### src/hw/rtl/chi_pkg.sv
// ----------------------------------------------------------------------------
// chi_pkg
// Shared types, constants and slot hash helpers for the cuckoo hash insert
// block.
// ----------------------------------------------------------------------------
package chi_pkg;

	// table geometry (power of two, so both hashes are bit fields of the key)
	localparam int SIZE   = 16;
	localparam int SLOT_W = $clog2(SIZE);
	localparam int KEY_W  = 31;
	localparam int KICK_W = 8;
	localparam int STAT_W = 2;

	localparam logic [KICK_W-1:0] KICKS_RESET = 8'd16;

	// action codes
	localparam logic ACT_INSERT = 1'b0;
	localparam logic ACT_READ   = 1'b1;

	// result status codes
	localparam logic [STAT_W-1:0] STAT_OK   = 2'd0;
	localparam logic [STAT_W-1:0] STAT_DROP = 2'd1;
	localparam logic [STAT_W-1:0] STAT_READ = 2'd2;

	// classified command handed from front to back
	typedef struct packed {
		logic              is_read;
		logic [KEY_W-1:0]  key;
		logic              tsel;
		logic [SLOT_W-1:0] slot;
	} cmd_t;

	// first table slot: key mod SIZE
	function automatic logic [SLOT_W-1:0] slot_one(input logic [KEY_W-1:0] k);
		return k[SLOT_W-1:0];
	endfunction

	// second table slot: (key div SIZE) mod SIZE
	function automatic logic [SLOT_W-1:0] slot_two(input logic [KEY_W-1:0] k);
		return k[2*SLOT_W-1:SLOT_W];
	endfunction

endpackage

### src/hw/rtl/chi_fifo.sv
// ----------------------------------------------------------------------------
// chi_fifo
// Small command queue between the front and the back of the hash block.
// ----------------------------------------------------------------------------
module chi_fifo
	import chi_pkg::*;
#(
	parameter int DEPTH = 2
) (
	input  logic clk,
	input  logic arst_n,
	input  logic push,
	input  cmd_t push_cmd,
	output logic full,
	input  logic pop,
	output cmd_t head,
	output logic empty
);

	localparam int PTR_W = $clog2(DEPTH);
	localparam int CNT_W = $clog2(DEPTH + 1);

	cmd_t             mem_q [DEPTH];
	logic [PTR_W-1:0] wr_ptr_q;
	logic [PTR_W-1:0] rd_ptr_q;
	logic [CNT_W-1:0] count_q;
	logic             do_push;
	logic             do_pop;

	assign full    = (count_q == CNT_W'(DEPTH));
	assign empty   = (count_q == '0);
	assign do_push = push && !full;
	assign do_pop  = pop && !empty;
	assign head    = mem_q[rd_ptr_q];

	// storage
	always_ff @(posedge clk) begin
		if (do_push) begin
			mem_q[wr_ptr_q] <= push_cmd;
		end
	end

	// pointers and fill count
	always_ff @(posedge clk or negedge arst_n) begin
		if (!arst_n) begin
			wr_ptr_q <= '0;
			rd_ptr_q <= '0;
			count_q  <= '0;
		end else begin
			if (do_push) begin
				wr_ptr_q <= (wr_ptr_q == PTR_W'(DEPTH - 1)) ? '0 : wr_ptr_q + 1'b1;
			end
			if (do_pop) begin
				rd_ptr_q <= (rd_ptr_q == PTR_W'(DEPTH - 1)) ? '0 : rd_ptr_q + 1'b1;
			end
			if (do_push && !do_pop) begin
				count_q <= count_q + 1'b1;
			end else if (do_pop && !do_push) begin
				count_q <= count_q - 1'b1;
			end
		end
	end

endmodule

### src/hw/rtl/chi_front.sv
// ----------------------------------------------------------------------------
// chi_front
// Accepts items, classifies them into read or insert commands with their
// first probe slot, and hands them to the command queue.
// ----------------------------------------------------------------------------
module chi_front
	import chi_pkg::*;
(
	input  logic              clk,
	input  logic              arst_n,
	input  logic              push,
	output logic              full,
	input  logic              action,
	input  logic [KEY_W-1:0]  key,
	input  logic              table_select,
	input  logic [SLOT_W-1:0] slot_index,
	output logic              q_push,
	output cmd_t              q_cmd,
	input  logic              q_full
);

	logic valid_s1;
	cmd_t cmd_s1;
	cmd_t cmd_new;
	logic accept;

	assign full   = valid_s1 && q_full;
	assign accept = push && !full;
	assign q_push = valid_s1;
	assign q_cmd  = cmd_s1;

	// classify: reads keep their slot, inserts start at the first table hash
	always_comb begin
		cmd_new.is_read = (action == ACT_READ);
		cmd_new.key     = key;
		cmd_new.tsel    = (action == ACT_READ) && table_select;
		cmd_new.slot    = (action == ACT_READ) ? slot_index : slot_one(key);
	end

	// stage register payload
	always_ff @(posedge clk) begin
		if (accept) begin
			cmd_s1 <= cmd_new;
		end
	end

	// stage holds until the queue takes it
	always_ff @(posedge clk or negedge arst_n) begin
		if (!arst_n) begin
			valid_s1 <= 1'b0;
		end else begin
			valid_s1 <= accept || (valid_s1 && q_full);
		end
	end

endmodule

### src/hw/rtl/chi_back.sv
// ----------------------------------------------------------------------------
// chi_back
// Carries out commands: owns both hash tables, walks the eviction chain one
// probe at a time, and holds the result in an output register.
// ----------------------------------------------------------------------------
module chi_back
	import chi_pkg::*;
(
	input  logic              clk,
	input  logic              arst_n,
	input  logic [KICK_W-1:0] max_kicks,
	input  cmd_t              cmd_head,
	input  logic              cmd_empty,
	output logic              cmd_pop,
	input  logic              pop,
	output logic              empty,
	output logic [STAT_W-1:0] status,
	output logic              entry_valid,
	output logic [KEY_W-1:0]  entry_key,
	output logic [KICK_W-1:0] moves_used
);

	localparam logic [2:0] ST_IDLE  = 3'd0;
	localparam logic [2:0] ST_LOOK  = 3'd1;
	localparam logic [2:0] ST_WALK  = 3'd2;
	localparam logic [2:0] ST_PROBE = 3'd3;
	localparam logic [2:0] ST_DONE  = 3'd4;

	logic [2:0]        state_q;
	logic [2:0]        state_d;
	cmd_t              cmd_q;
	logic [KEY_W-1:0]  carried_q;
	logic [KEY_W-1:0]  carried_d;
	logic              tsel_q;
	logic              tsel_d;
	logic [SLOT_W-1:0] addr_q;
	logic [SLOT_W-1:0] addr_d;
	logic [KICK_W-1:0] moves_q;
	logic [KICK_W-1:0] moves_d;
	logic [STAT_W-1:0] res_status_q;
	logic [STAT_W-1:0] res_status_d;
	logic              res_valid_q;
	logic              res_valid_d;
	logic [KEY_W-1:0]  res_key_q;
	logic [KEY_W-1:0]  res_key_d;

	// tables: keys in memories, occupancy in flops
	logic [KEY_W-1:0]  mem1 [SIZE];
	logic [KEY_W-1:0]  mem2 [SIZE];
	logic [SIZE-1:0]   valid1_q;
	logic [SIZE-1:0]   valid2_q;
	logic [KEY_W-1:0]  rdata1_q;
	logic [KEY_W-1:0]  rdata2_q;
	logic [SLOT_W-1:0] rd_addr;
	logic              wr1;
	logic              wr2;
	logic [KEY_W-1:0]  wr_data;
	logic              hit_valid;
	logic [KEY_W-1:0]  hit_key;

	// output register
	logic              out_valid_q;
	logic              out_load;

	assign hit_valid = tsel_q ? valid2_q[addr_q] : valid1_q[addr_q];
	assign hit_key   = tsel_q ? rdata2_q : rdata1_q;

	// sequencer
	always_comb begin
		state_d      = state_q;
		carried_d    = carried_q;
		tsel_d       = tsel_q;
		addr_d       = addr_q;
		moves_d      = moves_q;
		res_status_d = res_status_q;
		res_valid_d  = res_valid_q;
		res_key_d    = res_key_q;
		rd_addr      = addr_q;
		wr1          = 1'b0;
		wr2          = 1'b0;
		wr_data      = carried_q;
		cmd_pop      = 1'b0;
		out_load     = 1'b0;
		unique case (state_q)
			ST_IDLE: begin
				rd_addr = cmd_head.slot;
				if (!cmd_empty) begin
					cmd_pop = 1'b1;
					addr_d  = cmd_head.slot;
					tsel_d  = cmd_head.tsel;
					moves_d = '0;
					state_d = ST_LOOK;
				end
			end
			ST_LOOK: begin
				if (cmd_q.is_read) begin
					res_status_d = STAT_READ;
					res_valid_d  = hit_valid;
					res_key_d    = hit_valid ? hit_key : '0;
					state_d      = ST_DONE;
				end else begin
					wr1     = 1'b1;
					wr_data = cmd_q.key;
					if (!hit_valid) begin
						res_status_d = STAT_OK;
						res_valid_d  = 1'b0;
						res_key_d    = '0;
						state_d      = ST_DONE;
					end else begin
						carried_d = hit_key;
						tsel_d    = 1'b1;
						state_d   = ST_WALK;
					end
				end
			end
			ST_WALK: begin
				if (moves_q >= max_kicks) begin
					res_status_d = STAT_DROP;
					res_valid_d  = 1'b1;
					res_key_d    = carried_q;
					state_d      = ST_DONE;
				end else begin
					rd_addr = tsel_q ? slot_two(carried_q) : slot_one(carried_q);
					addr_d  = rd_addr;
					state_d = ST_PROBE;
				end
			end
			ST_PROBE: begin
				wr1 = !tsel_q;
				wr2 = tsel_q;
				if (!hit_valid) begin
					res_status_d = STAT_OK;
					res_valid_d  = 1'b0;
					res_key_d    = '0;
					state_d      = ST_DONE;
				end else begin
					carried_d = hit_key;
					tsel_d    = !tsel_q;
					moves_d   = moves_q + 1'b1;
					state_d   = ST_WALK;
				end
			end
			ST_DONE: begin
				if (!out_valid_q || pop) begin
					out_load = 1'b1;
					state_d  = ST_IDLE;
				end
			end
			default: begin
				state_d = ST_IDLE;
			end
		endcase
	end

	// key memories with registered read
	always_ff @(posedge clk) begin
		if (wr1) begin
			mem1[addr_q] <= wr_data;
		end
		if (wr2) begin
			mem2[addr_q] <= wr_data;
		end
		rdata1_q <= mem1[rd_addr];
		rdata2_q <= mem2[rd_addr];
	end

	// occupancy bits
	always_ff @(posedge clk or negedge arst_n) begin
		if (!arst_n) begin
			valid1_q <= '0;
			valid2_q <= '0;
		end else begin
			if (wr1) begin
				valid1_q[addr_q] <= 1'b1;
			end
			if (wr2) begin
				valid2_q[addr_q] <= 1'b1;
			end
		end
	end

	// control state
	always_ff @(posedge clk or negedge arst_n) begin
		if (!arst_n) begin
			state_q     <= ST_IDLE;
			out_valid_q <= 1'b0;
		end else begin
			state_q <= state_d;
			if (out_load) begin
				out_valid_q <= 1'b1;
			end else if (pop) begin
				out_valid_q <= 1'b0;
			end
		end
	end

	// walk payload and result fields
	always_ff @(posedge clk) begin
		if (cmd_pop) begin
			cmd_q <= cmd_head;
		end
		carried_q    <= carried_d;
		tsel_q       <= tsel_d;
		addr_q       <= addr_d;
		moves_q      <= moves_d;
		res_status_q <= res_status_d;
		res_valid_q  <= res_valid_d;
		res_key_q    <= res_key_d;
		if (out_load) begin
			status      <= res_status_q;
			entry_valid <= res_valid_q;
			entry_key   <= res_key_q;
			moves_used  <= (res_status_q == STAT_READ) ? '0 : moves_q;
		end
	end

	assign empty = !out_valid_q;

	// a new command is only taken while the sequencer is idle
	assert property (@(posedge clk) disable iff (!arst_n)
		cmd_pop |-> state_q == ST_IDLE)
		else $error("command popped while busy");

	// a waiting result is never overwritten
	assert property (@(posedge clk) disable iff (!arst_n)
		(state_q == ST_DONE && out_valid_q && !pop) |=> state_q == ST_DONE)
		else $error("result register overrun");

	// a dropped key is always reported as present
	assert property (@(posedge clk) disable iff (!arst_n)
		(out_valid_q && status == STAT_DROP) |-> entry_valid)
		else $error("drop without key");

	// read replies carry no move count
	assert property (@(posedge clk) disable iff (!arst_n)
		(out_valid_q && status == STAT_READ) |-> moves_used == '0)
		else $error("read reply with moves");

	// loading the result frees the sequencer on the next cycle
	assert property (@(posedge clk) disable iff (!arst_n)
		out_load |=> (out_valid_q && state_q == ST_IDLE))
		else $error("result load did not complete");

endmodule

### src/hw/rtl/cuckoo_hash_insert.sv
// ----------------------------------------------------------------------------
// cuckoo_hash_insert
// Two-table cuckoo hash store with insert and slot read commands.
// ----------------------------------------------------------------------------
// Items enter through a registered front stage and a small command queue, so
// new items are taken while the back end works on an earlier one and while a
// finished result waits to be popped. The back end takes one command at a
// time. A read is answered from one lookup of the selected slot. An insert
// that finds its first table slot free is written there at once; each
// eviction probe is one registered read of a table, then the swap write,
// and an insert whose walk reaches the kick limit drops the key it still
// carries. The walk is paced by the single read port of each table memory.
// Both tables read as empty after reset with no clearing pass; max_kicks
// resets to 16 and should be written only while the block is idle.
module cuckoo_hash_insert
	import chi_pkg::*;
#(
	parameter int QUEUE_DEPTH = 2
) (
	input  logic              clk,
	input  logic              arst_n,
	input  logic              push,
	output logic              full,
	input  logic              action,
	input  logic [KEY_W-1:0]  key,
	input  logic              table_select,
	input  logic [SLOT_W-1:0] slot_index,
	input  logic              pop,
	output logic              empty,
	output logic [STAT_W-1:0] status,
	output logic              entry_valid,
	output logic [KEY_W-1:0]  entry_key,
	output logic [KICK_W-1:0] moves_used,
	input  logic              cfg_we,
	input  logic [KICK_W-1:0] cfg_wdata
);

	logic [KICK_W-1:0] max_kicks_q;
	logic              q_push;
	cmd_t              q_cmd;
	logic              q_full;
	cmd_t              q_head;
	logic              q_empty;
	logic              q_pop;

	// kick limit register
	always_ff @(posedge clk or negedge arst_n) begin
		if (!arst_n) begin
			max_kicks_q <= KICKS_RESET;
		end else if (cfg_we) begin
			max_kicks_q <= cfg_wdata;
		end
	end

	// intake and classification
	chi_front u_front (
		.clk          (clk),
		.arst_n       (arst_n),
		.push         (push),
		.full         (full),
		.action       (action),
		.key          (key),
		.table_select (table_select),
		.slot_index   (slot_index),
		.q_push       (q_push),
		.q_cmd        (q_cmd),
		.q_full       (q_full)
	);

	// command queue
	chi_fifo #(
		.DEPTH (QUEUE_DEPTH)
	) u_queue (
		.clk      (clk),
		.arst_n   (arst_n),
		.push     (q_push),
		.push_cmd (q_cmd),
		.full     (q_full),
		.pop      (q_pop),
		.head     (q_head),
		.empty    (q_empty)
	);

	// table engine and result register
	chi_back u_back (
		.clk         (clk),
		.arst_n      (arst_n),
		.max_kicks   (max_kicks_q),
		.cmd_head    (q_head),
		.cmd_empty   (q_empty),
		.cmd_pop     (q_pop),
		.pop         (pop),
		.empty       (empty),
		.status      (status),
		.entry_valid (entry_valid),
		.entry_key   (entry_key),
		.moves_used  (moves_used)
	);

endmodule

### config.mk
export PLATFORM = sky130hd
export DESIGN_NAME = cuckoo_hash_insert
export DESIGN_NICKNAME = d
export VERILOG_FILES = /design/src/hw/rtl/chi_pkg.sv /design/src/hw/rtl/chi_fifo.sv /design/src/hw/rtl/chi_front.sv /design/src/hw/rtl/chi_back.sv /design/src/hw/rtl/cuckoo_hash_insert.sv
export SDC_FILE = /design/constraint.sdc
export NUM_CORES = 1
export LEC_CHECK = 0
export BUFFER_PORTS_ARGS = -buffer_cell sky130_fd_sc_hd__buf_2
export CAP_MARGIN = 5
export CORE_MARGIN = 10
export CORE_UTILIZATION = 55
export CTS_BUF_LIST = sky130_fd_sc_hd__clkbuf_16
export CTS_CLUSTER_SIZE = 30
export DETAILED_ROUTE_END_ITERATION = 10
export PLACE_DENSITY = 0.82
export SLEW_MARGIN = 0
export SYNTH_ARGS = -nofsm -noshare
export SYNTH_HDL_FRONTEND = slang
export SYNTH_HIERARCHICAL = 1
export SYNTH_SLANG_ARGS = --single-unit
### constraint.sdc
create_clock -name clk -period 10.2 [get_ports clk]
set_input_delay 2.04 -clock clk [delete_from_list [all_inputs] [get_ports clk]]
set_output_delay 2.04 -clock clk [all_outputs]
set_load 0.01 [all_outputs]
# [After elaboration in Yosys (flattened, before gate mapping)]
# Memories as Yosys holds them, arrays and structs flattened. A register that Yosys moved wholly into a read port is not among the register bits.
# Cells that the tools add are included.
# W data, S select, Z words.
[word_totals] reg_bits=238 ramBits=1066 input_bits=50 wordCells=148 memories=3
[classes] add_sub_neg=5 magnitude_cmp=3 eq_ne=12 mux=65 n_bitwise=2 reduce_logical=32
[mem_list] name="u_back.mem1" words=16 word_bits=31 rd=1 rd_ports_with_merged_regs=1 write_ports=1 line="chi_back.sv:48" rtl="logic [KEY_W-1:0] mem1 [SIZE];"
[mem_list] name="u_back.mem2" words=16 word_bits=31 rd=1 rd_ports_with_merged_regs=1 write_ports=1 line="chi_back.sv:49" rtl="logic [KEY_W-1:0] mem2 [SIZE];"
[mem_list] name="u_queue.mem_q" words=2 word_bits=37 rd=1 rd_ports_with_merged_regs=0 write_ports=1 line="chi_fifo.sv:23" rtl="cmd_t mem_q [DEPTH];"
[ops] op="$mux W31" count=9
[ops] op="$pmux W31 S3" count=1
[ops] op="$pmux W31 S2" count=1
[ops] op="$or A16 B16 Y16" count=2
[ops] op="$mux W1" count=27
[ops] op="$mux W4" count=4
[ops] op="$mux W8" count=2
[ops] op="$pmux W4 S2" count=2
[ops] op="$pmux W8 S2" count=1
[ops] op="$mux W3" count=5
[ops] op="$pmux W3 S5" count=1
[ops] op="$mux W2" count=5
[ops] op="$reduce_bool A2 Y1" count=5
[ops] op="$add A8 B1 Y8 const B" count=1
[ops] op="$bmux W1 S4" count=2
[ops] op="$ge A8 B8 Y1" count=1
[ops] op="$logic_and A1 B1 Y1" count=8
[ops] op="$ne A2 B1 Y1 const B" count=4
[ops] op="$reduce_and A2 Y1" count=4
[ops] op="$logic_not A1 Y1" count=7
[ops] op="$eq A3 B2 Y1 const B" count=2
[ops] op="$pmux W1 S3" count=2
[ops] op="$pmux W2 S3" count=1
[ops] op="$reduce_bool A3 Y1" count=2
[ops] op="16 further kinds" count=20

# [Depth between registers and ports, before layout]
[depth] word_depth=7 mapped_depth=13 mapped_depth_nobuf=10

# [Cells and area by module]
# Netlist, hierarchy kept.
[modules_own_cells] mod="chi_back" instances=1 cells_per_inst=2483 area_per_inst_um2=47057.6 seq_area_each_um2=36495.0
[modules_own_cells] mod="chi_fifo" instances=1 cells_per_inst=134 area_per_inst_um2=2949.1 seq_area_each_um2=2322.2
[modules_own_cells] mod="chi_front" instances=1 cells_per_inst=46 area_per_inst_um2=1208.7 seq_area_each_um2=1136.1
[modules_own_cells] mod="cuckoo_hash_insert" instances=1 cells_per_inst=17 area_per_inst_um2=332.8 seq_area_each_um2=201.4

# [Worst setup path before layout]
# Ideal clock, no wire load.
[synth_timing] kind="register to register" from="register max_kicks_q[4]" to="register u_back.state_q[2]" setup_ps=86 t_arrival_ps=4332 required_ps=10114 setup_slack_ps=5781 stages_incl_launch_ff=9 path_cell_list="dfstp_2 > inv_1 > ha_1 > and4_1 > o21a_1 > nor2_1 > o21ai_0 > o21ai_0 > o21ai_0"
[synth_via] elab_chain_len=3
[synth_rtl] item="start: declaration" line="cuckoo_hash_insert.sv:38" rtl="logic [KICK_W-1:0] max_kicks_q;"
[synth_rtl] item="start signal: assignment" line="cuckoo_hash_insert.sv:51" rtl="max_kicks_q <= cfg_wdata;"
[synth_rtl] item="$ge A8 B8 Y1" line="chi_back.sv:117" rtl="if (moves_q >= max_kicks) begin"
[synth_rtl] item="$mux W3" line="chi_back.sv:117"
[synth_rtl] item="$pmux W3 S5" line="chi_back.sv:84" rtl="unique case (state_q)"
[synth_rtl] item="end signal: assignment" line="chi_back.sv:188" rtl="state_q <= state_d;"
[synth_rtl] item="end: declaration" line="chi_back.sv:29" rtl="logic [2:0] state_q;"
# No other way between the ends.
# A chain may end at the register's enable or synchronous reset.

# [Worst setup path after layout]
[layout_timing] from="register u_back.moves_q[5]" to="register u_back.rdata1_q[27], read port of u_back.mem1"
[layout_via] elab_chain_len=3
[layout_rtl] item="start: declaration" line="chi_back.sv:38" rtl="logic [KICK_W-1:0] moves_q;"
[layout_rtl] item="start signal: assignment" line="chi_back.sv:205" rtl="moves_q <= moves_d;"
[layout_rtl] item="$ge A8 B8 Y1" line="chi_back.sv:117"
[layout_rtl] item="$mux W4"
[layout_rtl] item="$pmux W4 S2" line="chi_back.sv:84"
[layout_rtl] item="end: declaration" line="chi_back.sv:52" rtl="logic [KEY_W-1:0] rdata1_q;"
# No other way between the ends.

==> flow_results.xml <==
<?xml version="1.0" encoding="UTF-8"?>
<metrics>
  <group name="clocking">
    <metric name="worst_setup_hold_path_clk_slew" unit="ps">60</metric>
    <metric name="postCtsResizedCells" unit="">0</metric>
    <metric name="tritoncts" unit="">yes</metric>
    <metric name="clk_latency" unit="ps">720</metric>
    <metric name="postCtsSetupBuffers" unit="">0</metric>
    <metric name="hold_buffers" unit="">0</metric>
    <metric name="clock-root-buffer" unit="">sky130_fd_sc_hd__clkbuf_16</metric>
    <metric name="cts.htree.levels" unit="">4</metric>
    <metric name="clockBufferDepth" unit="">3</metric>
    <metric name="clkSinkCount" unit="">1366</metric>
    <metric name="cts_buffers" unit="">130</metric>
  </group>
  <group name="flow_run">
    <metric name="max_cap_violations" unit="">0</metric>
  </group>
  <group name="place">
    <metric name="finalWeightedCongestion" unit="">0.8402</metric>
    <metric name="hpwl" unit="um">62500</metric>
    <metric name="pre_cts_ws" unit="ps">5027</metric>
    <metric name="numPortBuffers" unit="">93</metric>
    <metric name="place_area" unit="um^2">53590</metric>
    <metric name="dp_cells" unit="">3950</metric>
  </group>
  <group name="setup_path">
    <metric name="worst_ep_required_time" unit="ps">10770</metric>
    <metric name="critPathTopFamily" unit="">buffers and inverters</metric>
    <metric name="crit_top_cell" unit="">sky130_fd_sc_hd__buf_12</metric>
    <metric name="slowest_delay" unit="ps">840</metric>
    <metric name="timing.critical_path.arrival" unit="ps">5800</metric>
    <metric name="worst_setup_path_start_kind" unit="">flip-flop</metric>
    <metric name="crit_chain" unit="">ha_1 -&gt; a211oi_1 -&gt; nor2_1 -&gt; nor3_1 -&gt; a21oi_4 -&gt; a222oi_1 -&gt; buf_12 -&gt; buf_12 -&gt; mux4_2 -&gt; nand2_1 -&gt; or4b_1</metric>
    <metric name="crit_path_max_fanout" unit="">152</metric>
    <metric name="criticalPathCategory" unit="">reg2reg</metric>
    <metric name="slowest_stage" unit="">sky130_fd_sc_hd__buf_12</metric>
    <metric name="critical_path.n_buffers_inverters" unit="">2</metric>
    <metric name="worstSetupEndpointType" unit="">flip-flop</metric>
  </group>
  <group name="sta">
    <metric name="worst_slew_pin_slew" unit="ps">1279</metric>
    <metric name="timing_hold_violations_final" unit="">0</metric>
    <metric name="slew_violations" unit="">0</metric>
    <metric name="clock.fmax" unit="GHz">0.1915</metric>
    <metric name="rsz0062_at_grt" unit="">no</metric>
    <metric name="setup_viol" unit="">0</metric>
    <metric name="slew-limit-headroom" unit="">0.1440</metric>
    <metric name="timing.final.ws_setup" unit="ps">4979</metric>
    <metric name="final_sum_of_negative_setup_slack" unit="ps">0</metric>
    <metric name="time_the_worst_path_needs_with_i_o_delays_and_setup" unit="ps">5221</metric>
    <metric name="worst_clock_skew" unit="ps">22.07</metric>
    <metric name="final_min_period_over_clock_period" unit="">0.5119</metric>
  </group>
  <group name="drt">
    <metric name="drt-wirelength-per-cell" unit="um">29.44</metric>
    <metric name="dr_total_vias" unit="">26981</metric>
    <metric name="detail_route.iter0.violations" unit="">4094</metric>
    <metric name="route.detailed.drc" unit="">0</metric>
    <metric name="first_pass_iters" unit="">8</metric>
    <metric name="remaining_number_of_nets_flagged_by_the_antenna_check_after_routing" unit="">0</metric>
    <metric name="route.detailed.vias_per_inst" unit="">6.438</metric>
    <metric name="finalWirelength" unit="um">123400</metric>
  </group>
  <group name="power">
    <metric name="vdd_drop_max" unit="uV">502.8</metric>
    <metric name="power_leakage" unit="uW">0.02099</metric>
    <metric name="pwr_density_cell" unit="nW/um^2">321.9</metric>
    <metric name="totalPowerFinal" unit="uW">18590</metric>
  </group>
  <group name="final_layout">
    <metric name="final_net_count" unit="">2888</metric>
    <metric name="layout.filler_cells" unit="">5968</metric>
    <metric name="layout.cells.non_filler" unit="">4191</metric>
    <metric name="layout-area-overhead-vs-synth" unit="%">12.06</metric>
    <metric name="antenna_cells" unit="">0</metric>
    <metric name="final_cell_area" unit="um^2">57770</metric>
    <metric name="drive_gt1_frac" unit="">0.2039</metric>
  </group>
  <group name="die">
    <metric name="top_level_ports" unit="">94</metric>
    <metric name="fp.dieW" unit="um">326.1</metric>
    <metric name="die_area" unit="um^2">106400</metric>
    <metric name="starting_density_of_the_core" unit="">0.5532</metric>
    <metric name="core_area" unit="um^2">93190</metric>
    <metric name="die-height" unit="um">326.1</metric>
    <metric name="std_cell_rows" unit="">112</metric>
  </group>
  <group name="synthesis">
    <metric name="yosysWarningCount" unit="">6</metric>
    <metric name="ys_seq_area_frac" unit="">0.7790</metric>
    <metric name="dominantRegCellSynth" unit="">sky130_fd_sc_hd__edfxtp_1</metric>
    <metric name="synth_async_sr_flop_share" unit="">0.03587</metric>
    <metric name="post-synth-top-area-cell" unit="">sky130_fd_sc_hd__edfxtp_1</metric>
    <metric name="synth_fp_nets" unit="">2740</metric>
    <metric name="synth_area" unit="um^2">51550</metric>
    <metric name="synth-seq-cells" unit="">1366</metric>
    <metric name="synthCells" unit="">2680</metric>
    <metric name="post_synth_num_cell_types" unit="">51</metric>
    <metric name="synth_area_per_cell" unit="um^2">19.23</metric>
    <metric name="share_of_the_synthesized_area_in_the_top_cell_type" unit="">0.7311</metric>
    <metric name="biggest_area_contributors_in_the_synthesized_netlist" unit="">sky130_fd_sc_hd__edfxtp_1, sky130_fd_sc_hd__mux2i_1, sky130_fd_sc_hd__mux4_2, sky130_fd_sc_hd__dfxtp_1, sky130_fd_sc_hd__dfrtp_1</metric>
    <metric name="synth_edf_count" unit="">1255</metric>
  </group>
  <group name="global_route">
    <metric name="antenna_found_initial" unit="">1</metric>
    <metric name="grt_max_degree" unit="">153</metric>
    <metric name="gr-usage-met3" unit="">0.05004</metric>
    <metric name="grt_first_pass_wirelength" unit="um">180000</metric>
    <metric name="grt-busiest-layer" unit="">met2</metric>
    <metric name="met1_usage" unit="">0.2877</metric>
    <metric name="globalRouteOverflowTotal" unit="">0</metric>
    <metric name="vias_in_the_first_global_route" unit="">27725</metric>
    <metric name="globalRouteTotalUtil" unit="">0.2281</metric>
    <metric name="globalRouteMet2Util" unit="">0.3689</metric>
  </group>
  <group name="hold_path">
    <metric name="worstHoldPathType" unit="">reg2reg</metric>
  </group>
  <group name="outcome">
    <metric name="status" unit="">complete, no violations</metric>
  </group>
</metrics>
-- state kept, by name (all words and copies together) (netlist names), 3 cells and up --
signal and count:
u_back/carried_q 31, u_back/valid1_q 16, u_back/moves_q 8, u_back/rdata2_q 31, u_back/mem2 496, max_kicks_q 8
u_back/entry_key 31, u_back/cmd_q 32, u_front/q_cmd 37, u_back/addr_q 4, u_queue/mem_q 74, u_back/mem1 496
u_back/state_q 3, u_back/valid2_q 16, u_back/res_key_q 31, u_back/moves_used 8, u_back/rdata1_q 31
-- Yosys cell counts (2+ instances only) --
cell type,instances
sky130_fd_sc_hd__mux2i_1,374
sky130_fd_sc_hd__nor3_1,12
sky130_fd_sc_hd__inv_1,47
sky130_fd_sc_hd__or4b_1,62
sky130_fd_sc_hd__dfrtp_1,48
sky130_fd_sc_hd__a222oi_1,32
sky130_fd_sc_hd__mux2_1,5
sky130_fd_sc_hd__a21oi_1,9
sky130_fd_sc_hd__and2_1,10
sky130_fd_sc_hd__o21a_1,2
sky130_fd_sc_hd__a21o_1,4
sky130_fd_sc_hd__o22ai_2,2
sky130_fd_sc_hd__or2_2,35
sky130_fd_sc_hd__mux4_2,72
sky130_fd_sc_hd__buf_1,6
sky130_fd_sc_hd__edfxtp_1,1255
sky130_fd_sc_hd__nor2_1,52
sky130_fd_sc_hd__o22ai_1,187
sky130_fd_sc_hd__clkbuf_1,43
sky130_fd_sc_hd__xnor2_1,4
sky130_fd_sc_hd__xor2_1,7
sky130_fd_sc_hd__nand2_1,87
sky130_fd_sc_hd__o21bai_1,2
sky130_fd_sc_hd__or3_1,5
sky130_fd_sc_hd__buf_6,10
sky130_fd_sc_hd__mux2_2,82
sky130_fd_sc_hd__a211oi_1,2
sky130_fd_sc_hd__mux2_4,28
sky130_fd_sc_hd__nand3_1,10
sky130_fd_sc_hd__and3_1,5
sky130_fd_sc_hd__o21ai_1,2
sky130_fd_sc_hd__o21ai_0,12
sky130_fd_sc_hd__nand4_1,2
sky130_fd_sc_hd__buf_4,32
sky130_fd_sc_hd__dfxtp_1,62
sky130_fd_sc_hd__buf_2,40
sky130_fd_sc_hd__ha_1,10
sky130_fd_sc_hd__nand2b_1,8
-- placed cells by master (no fill, tap or decap), drive strengths merged, types with 2 or more instances in the layout --
| cell type | count |
|---|---|
| clkinvlp | 2 |
| clkinv | 49 |
| buf | 147 |
| o21a | 2 |
| o22ai | 189 |
| a211oi | 3 |
| nor3 | 12 |
| edfxtp | 1255 |
| xnor2 | 4 |
| o21bai | 2 |
| and3 | 5 |
| mux2i | 374 |
| nor2 | 52 |
| a222oi | 32 |
| o21ai | 14 |
| nand4 | 2 |
| a21o | 4 |
| ha | 10 |
| a21oi | 10 |
| mux4 | 72 |
| bufinv | 12 |
| or4b | 62 |
| inv | 94 |
| nand2 | 87 |
| mux2 | 115 |
| nand2b | 8 |
| or3 | 5 |
| clkbuf | 133 |
| dfxtp | 62 |
| dfrtp | 48 |
| xor2 | 7 |
| and2 | 10 |
| nand3 | 11 |
| or2 | 36 |
-- where the power goes --
part	leakage [uW]	internal, uW	switching (uW)	total, uW
clock	0.00219	2680	2030	4710
sequential	0.0126	7300	369	7660
combinational	0.00625	2420	3800	6220
total	0.0210	12400	6200	18600
-- layer usage --
layer  vias to the layer above  share of wire
met5                         -       0.000089
met4                         2          0.054
met3                       381           0.11
met2                      1915           0.49
met1                     13623           0.34
li1                      11060              -
-- final timing paths --
check                           slack (ps)               from  cells past startpoint             endpoint
max in group asynchronous             7950             arst_n                      1     u_queue/rd_ptr_q
worst max-delay path                  4980  u_back/moves_q[5]                     11  u_back/rdata1_q[27]
min in group asynchronous             1520             arst_n                      1       u_front/q_push
worst min register to register         450   u_front/q_cmd[9]                      0  u_queue/mem_q[0][9]
worst max register to register        4980  u_back/moves_q[5]                     11  u_back/rdata1_q[27]
worst min-delay path                   450   u_front/q_cmd[9]                      0  u_queue/mem_q[0][9]
-- layout make-up --
cell class,instances,area (um^2),area share
repair buffers,147,908.4,0.01572
multi-input cells,1134,10780,0.1865
well taps,1254,1569,0.02716
clock buffers,133,3328,0.05761
clock inverters,108,845.8,0.01464
inverters,49,183.9,0.003184
flip-flops and latches,1366,40160,0.6951
-- metrics by stage --
step	utilization	hold WS, ps
after floorplan	-	421.5
after global placement	0.5751	423.3
after detailed placement	0.5751	435.3
after CTS	0.6199	441.2
after global routing	0.6199	461.3
final	0.6199	449.5
-- logic make-up after synthesis --
family          synth area share
xor+xnor                0.001869
compound gates           0.03459
flops                     0.7790
mux                       0.1312
buf+inv                  0.01786
simple gates             0.03304
fa+ha+maj               0.002427
Power figures use the tool's default switching activity.
